==> src/hw/rtl/assert_macros.svh <==
// Assertion macros shared by the RTL files.
`ifndef ASSERT_MACROS_SVH
`define ASSERT_MACROS_SVH
// Implication checked on every clock edge outside reset.
`define ASSERT_IMP(label, clk, rst_n, ante, cons) \
    label: assert property (@(posedge clk) disable iff (!rst_n) (ante) |-> (cons)) \
        else $error("assertion failed");
// Next-cycle implication checked outside reset.
`define ASSERT_NEXT(label, clk, rst_n, ante, cons) \
    label: assert property (@(posedge clk) disable iff (!rst_n) (ante) |=> (cons)) \
        else $error("assertion failed");
`endif

==> src/hw/rtl/fri_pkg.sv <==
// Package with constants and types of the fuzzy rule inference unit.
`default_nettype none
package fri_pkg;
    localparam int MaxRules   = 64;
    localparam int Variables  = 4;
    localparam int Regions    = 5;
    localparam int OutputSets = 9;
    localparam int MfCount    = Variables * Regions;
    localparam int RuleAw     = $clog2(MaxRules);
    localparam int MfAw       = $clog2(MfCount);
    localparam int OsAw       = 4;
    localparam logic [16:0] DegOne = 17'd32768;

    localparam logic [1:0] KIND_EVAL  = 2'd0;
    localparam logic [1:0] KIND_RULE  = 2'd1;
    localparam logic [1:0] KIND_TRAP  = 2'd2;
    localparam logic [1:0] KIND_LEVEL = 2'd3;

    localparam logic [1:0] SHAPE_LEFT  = 2'd0;
    localparam logic [1:0] SHAPE_RIGHT = 2'd1;
    localparam logic [1:0] SHAPE_REG   = 2'd2;

    localparam logic CFG_RULE_COUNT   = 1'b0;
    localparam logic CFG_WEIGHT_FLOOR = 1'b1;

    // Control from the sequencer to the divider.
    typedef struct packed {
        logic        start;
        logic [36:0] dividend_mag;
        logic [21:0] divisor;
        logic        negative;
    } t_div_req;

    typedef struct packed {
        logic        done;
        logic [15:0] value;
    } t_div_rsp;
endpackage
`default_nettype wire

==> src/hw/rtl/fri_divider.sv <==
// Restoring divider, one quotient bit per cycle, with signed saturation.
`default_nettype none
`include "assert_macros.svh"
module fri_divider (
    input  wire               i_clk,
    input  wire               i_rst_n,
    input  fri_pkg::t_div_req i_req,
    output fri_pkg::t_div_rsp o_rsp
);
    import fri_pkg::*;

    logic [36:0] r_quo, n_quo;
    logic [22:0] r_rem, n_rem;
    logic [21:0] r_den;
    logic        r_neg;
    logic [5:0]  r_cnt, n_cnt;
    logic        r_busy, r_done;
    logic [22:0] w_trial;
    logic [37:0] w_sq;
    logic [15:0] w_sat;

    always_comb begin
        w_trial = {r_rem[21:0], r_quo[36]};
        n_quo = {r_quo[35:0], 1'b0};
        n_rem = w_trial;
        if (w_trial >= {1'b0, r_den}) begin
            n_rem = w_trial - {1'b0, r_den};
            n_quo[0] = 1'b1;
        end
        n_cnt = r_cnt - 6'd1;
    end

    // Saturate the magnitude and apply the sign (truncation toward zero).
    always_comb begin
        w_sq = r_neg ? -{1'b0, r_quo} : {1'b0, r_quo};
        if (!r_neg && r_quo > 37'd32767) w_sat = 16'h7fff;
        else if (r_neg && r_quo > 37'd32768) w_sat = 16'h8000;
        else w_sat = w_sq[15:0];
    end

    always_ff @(posedge i_clk) begin
        if (!i_rst_n) begin
            r_busy <= 1'b0;
            r_done <= 1'b0;
            r_cnt  <= '0;
        end else begin
            r_done <= 1'b0;
            if (i_req.start) begin
                r_busy <= 1'b1;
                r_cnt  <= 6'd37;
            end else if (r_busy) begin
                r_cnt <= n_cnt;
                if (n_cnt == 6'd0) begin
                    r_busy <= 1'b0;
                    r_done <= 1'b1;
                end
            end
        end
    end

    always_ff @(posedge i_clk) begin
        if (i_req.start) begin
            r_quo <= i_req.dividend_mag;
            r_rem <= '0;
            r_den <= i_req.divisor;
            r_neg <= i_req.negative;
        end else if (r_busy) begin
            r_quo <= n_quo;
            r_rem <= n_rem;
        end
    end

    assign o_rsp.done  = r_done;
    assign o_rsp.value = w_sat;

    `ASSERT_NEXT(a_div_done_once, i_clk, i_rst_n, r_done, !r_done)
    `ASSERT_IMP(a_div_no_restart, i_clk, i_rst_n, r_busy, !i_req.start)
    `ASSERT_IMP(a_div_rem_bound, i_clk, i_rst_n, r_busy, r_rem < {1'b0, r_den})
endmodule
`default_nettype wire

==> config.mk <==
export PLATFORM = sky130hd
export DESIGN_NAME = fri_divider
export DESIGN_NICKNAME = d
export VERILOG_FILES = /design/src/hw/rtl/fri_pkg.sv /design/src/hw/rtl/fri_divider.sv
export VERILOG_INCLUDE_DIRS = /design/src /design/src/hw/rtl
export SDC_FILE = /design/constraint.sdc
export NUM_CORES = 1
export LEC_CHECK = 0
export ABC_AREA = 1
export BUFFER_PORTS_ARGS = -buffer_cell sky130_fd_sc_hd__buf_2
export CAP_MARGIN = 20
export CORE_MARGIN = 1.5
export CORE_UTILIZATION = 45
export CTS_CLUSTER_SIZE = 10
export DETAILED_ROUTE_END_ITERATION = 8
export PLACE_DENSITY = 0.67
export SLEW_MARGIN = 25
export SYNTH_ARGS = -nofsm -noshare
export SYNTH_HDL_FRONTEND = slang
export SYNTH_SLANG_ARGS = --single-unit
==> constraint.sdc <==
create_clock -name i_clk -period 2.1 [get_ports i_clk]
set_input_delay 0.42 -clock i_clk [delete_from_list [all_inputs] [get_ports i_clk]]
set_output_delay 0.42 -clock i_clk [all_outputs]
set_load 0.03 [all_outputs]
## Word level (Yosys, flattened, before mapping)

Index checks and enable logic that the tools add are counted.

- Bitwise gates (word level): 2
- Add/sub/neg operators: 3
- Order comparisons: 3
- Muxes and demuxes: 13
- Reductions and logical operators: 7

Operators by type and width:

| operator | number |
|---|---|
| 37-bit 2-to-1 mux | 2 |
| 16-bit 2-to-1 mux | 3 |
| 37-bit by 15-bit > comparator with 1-bit output, second input constant | 1 |
| 37-bit by 16-bit > comparator with 1-bit output, second input constant | 1 |
| 23-bit by 22-bit greater-or-equal comparator with 1-bit output | 1 |
| 22-bit 2-to-1 mux | 1 |
| 22-bit subtractor | 1 |
| 16-bit negator | 1 |
| 6-bit 2-to-1 mux | 2 |
| 6-bit zero test | 1 |
| 6-bit by 1-bit subtractor with 6-bit output, second input constant | 1 |
| 1-bit 2-to-1 mux | 5 |
| 3-bit OR reduction | 1 |
| 1-bit logical AND | 2 |
| 1-bit NOT | 2 |
| 2-bit nonzero test | 1 |
| 2-bit OR reduction | 1 |
| 1-bit zero test | 1 |

- Input port bits: 63
- Output and inout bits: 17
- Word-level logic and storage cells: 36
- Bits in registers: 90

## Depth between registers and ports, before layout

- Depth in word-level cells: 5
- Mapped depth: 16
- Gate-level depth less buffers: 15

## Worst setup path before layout

No wires, ideal clock.

- Kind: reg-to-output
- Start point: register r_quo[0]
- End point: output o_rsp[1] (netlist name)
- Cell stages (with the launch flop): 11
- Data required time: 1.680 ns
- Path slack: -0.071 ns
- Path buffers: 1
- Data arrival time: 1.751 ns
- Cell sequence: edfxtp_1 inv_1 ha_1 inv_1 nor3_2 nand4_1 nand3b_1 nand2_2 buf_6 nand2_1 nand2_1

RTL lines:

| what | RTL line | text |
|---|---|---|
| start, declared | fri_divider.sv:12 | `logic [36:0] r_quo, n_quo;` |
| start signal, assigned | fri_divider.sv:63 | `r_quo <= i_req.dividend_mag;` |
| start signal, assigned | fri_divider.sv:68 | `r_quo <= n_quo;` |
| end, declared | fri_divider.sv:8 | `output fri_pkg::t_div_rsp o_rsp` |

==> reports/metrics.yaml <==
status: "finished, violations left"
violations: "setup timing"
worstHoldStart: "i_req[18]"
rsz0062_at_grt: "yes"
vdd_ir_drop_max_mv: 0.412
path_max_fanout: 8
die_area_sq_um: 14100
grt_pass1_wl_um: 23400
crit_arrival_ps: 2120
num_vias: 5479
synthMuxAreaShare_pct: 0
syn2layout_area_growth_pct: 28.2
synth_compound_area_share_pct: 6.12
die_y_um: 119
post_dp_cell_area_sq_um: 6940
clock_skew_ps: 7.60
avgViaCountPerCell: 4.84
drtIter0Drc: 485
ant_nets: 0
worst_slack_ps: -443
grt_pass1_vias: 5005
wl_um: 14400
hold_viol: 0
path_delay_family: "simple AND/OR/NAND/NOR gates"
synth_fp_nets: 918
crit_slowest_cell: "edfxtp_1"
relSlewSlack_pct: 67.2
start_kind: "flip-flop"
crit_start: "r_quo[3]"
drt-wirelength-per-cell_um: 12.8
p_leak_nw: 3.88
setup_violations: 16
syn_area_sq_um: 6030
ctsRootBufferMaster: "clkbuf_16"
critPathKind: "reg2out"
path_clk_slew_ps: 60
path_cells: "nor2_2, nand2_2, nor3_4, nand4_1, nand3b_1, nand2_4, nand2_1, and2_4, buf_6"
grt-ovfl-total: 0
io_pins: 80
cp.required_ps: 1680
dp_hpwl_um: 10400
post_synth_num_cell_types: 40
clkLatencyLatePin_ps: 350
grt_use_total_pct: 20.5
whs_ps: 244
synth_xor_area_share_pct: 3.78
synthAdderAreaFrac_pct: 5.73
fin_crit_sh_pct: 121
fmax_ghz: 0.393
portBuffers: 79
core-area_sq_um: 13100
r2r-start: "r_den[2]"
maxCapViolCount: 0
path_buf_inv: 1
numCtsBuffers: 9
cts_hold_buf: 0
design_area_sq_um: 7730
die_x_um: 119
cpPeakStageDelay_ps: 400
tritoncts: "built"
final_max_slew_viol_count: 0
synthCells: 828
grt_antenna_before_repair: 0
yosys.area_share.simple_pct: 33.3
design_power_total_mw: 4.72
finalSetupTns_ps: -6680
synth-seq-area-share_pct: 39.8
grt_max_degree: 70
htree_levels: 3
ys_ff_latch: 90
syn_avg_cell_area_sq_um: 7.28
firstDrtPassIters: 5
gp_congestion: 0.890
synth_edf_count: 60
hold_path_class: "in2reg"
num-nets-final: 1040
initial_utilization_pct: 45.9
synth_flop_cell: "edfxtp_1"
period_needed_ps: 2540
tightest_slew_ps: 492
yosysWarnings: 0
p_per_area_nw_per_um2: 610
ctsLongestPathBuffers: 2
drc: 0
layout-drive-gt1-share_pct: 23.4
fill_cells: 1227
n_antenna_cell: 0
clock-sinks: 90
end_kind: "primary output"
rows: 42
synthArstFlopShare_pct: 0
synth_top_family_by_area: "simple AND/OR/NAND/NOR gates"
placed cells by master (no fill, tap or decap), drive strengths merged, types with 18 or more instances in the layout:
cell | netlist | final
nand3 | 66 | 66
xor2 | 18 | 18
ha | 26 | 26
nor2 | 47 | 47
inv | 144 | 144
nand2 | 291 | 293
edfxtp | 60 | 60
buf | 13 | 128
dfxtp | 30 | 30
o21ai | 39 | 39
a21oi | 22 | 22
where the power goes:
group	total [mW]	leakage, nW	internal (mW)	switching, mW
Combinational	1.01	2.88	0.420	0.587
Clock	1.61	0.147	0.944	0.667
Sequential	2.10	0.849	2.04	0.0609
Total	4.72	3.88	3.40	1.31
cells by family (layout without fill, tap and decap cells):
group / after synthesis / count (layout)
simple gates: 449 / 451
compound gates: 70 / 70
fa+ha+maj: 27 / 27
flops: 90 / 90
buf+inv: 166 / 291
xor+xnor: 26 / 26
cells in the mapped netlist (5+ instances only):
cell	count	share of area, %
nand3_1	57	4.7
xnor2_1	8	1.2
a21oi_1	22	1.8
ha_1	26	5.4
inv_1	144	9.0
nor3_1	6	0.50
xor2_1	18	2.6
nand4_1	12	1.2
o21ai_0	35	2.9
clkbuf_1	8	0.50
nor2_1	42	2.6
nand2_2	9	0.93
buf_2	5	0.41
dfxtp_1	30	10
nand3_2	9	1.5
edfxtp_1	60	30
nand3b_1	15	1.9
nand2_1	280	17
state kept, by name, summed over array words and instances, names as in the netlist:
| signal | count |
|---|---|
| r_neg | 1 |
| r_rem | 22 |
| r_busy | 1 |
| r_den | 22 |
| r_quo | 37 |
| r_done | 1 |
| r_cnt | 6 |
repair_timing:
item | CTS | global route
gates resized for setup | 29 | 65
pin swaps | 3 | 9
setup endpoints to repair | 16 | 39
endpoints found under the hold margin | 0 | 0
gates cloned | 1 | 3
buffers inserted | 0 | 3
stage by stage:
| step | setup slack (ps) | instances | util, % |
|---|---|---|---|
| 2_1_floorplan | -8.15 | 828 | - |
| 3_3_place_gp | -124 | 1108 | 52.8 |
| 3_5_place_dp | -194 | 1108 | 52.8 |
| 4_1_cts | -458 | 1125 | 55.9 |
| 5_1_grt | -602 | 1131 | 58.9 |
| 6_report | -443 | 1131 | 58.9 |
path summary, 6_finish.rpt:
check	slack [ps]	end	depth (start not counted)
max	-440	o_rsp[15]	9
min	240	r_den[17]	1
max reg2reg	130	r_rem[19]	14
min reg2reg	470	r_rem[6]	2
layer usage:
layer  vias up  part of all wire (%)  track usage, %
met5         -                     0               0
li1       2880                     -               -
met2       134                    46            32.6
met3        17                   4.2            3.62
met1      2448                    49            28.7
met4         0                   1.4            6.17
area by class of cell:
type                    instances  area (sq um)  area share [%]
multi-input cells             574          3310            42.8
flip-flops and latches         90          2400            31.1
repair buffers                130           963            12.5
inverters                     145           544            7.04
clock buffers                  10           239            3.09
well taps                     176           220            2.85
clock inverters                 6          56.3           0.728
(Power assumes the default switching activity.)
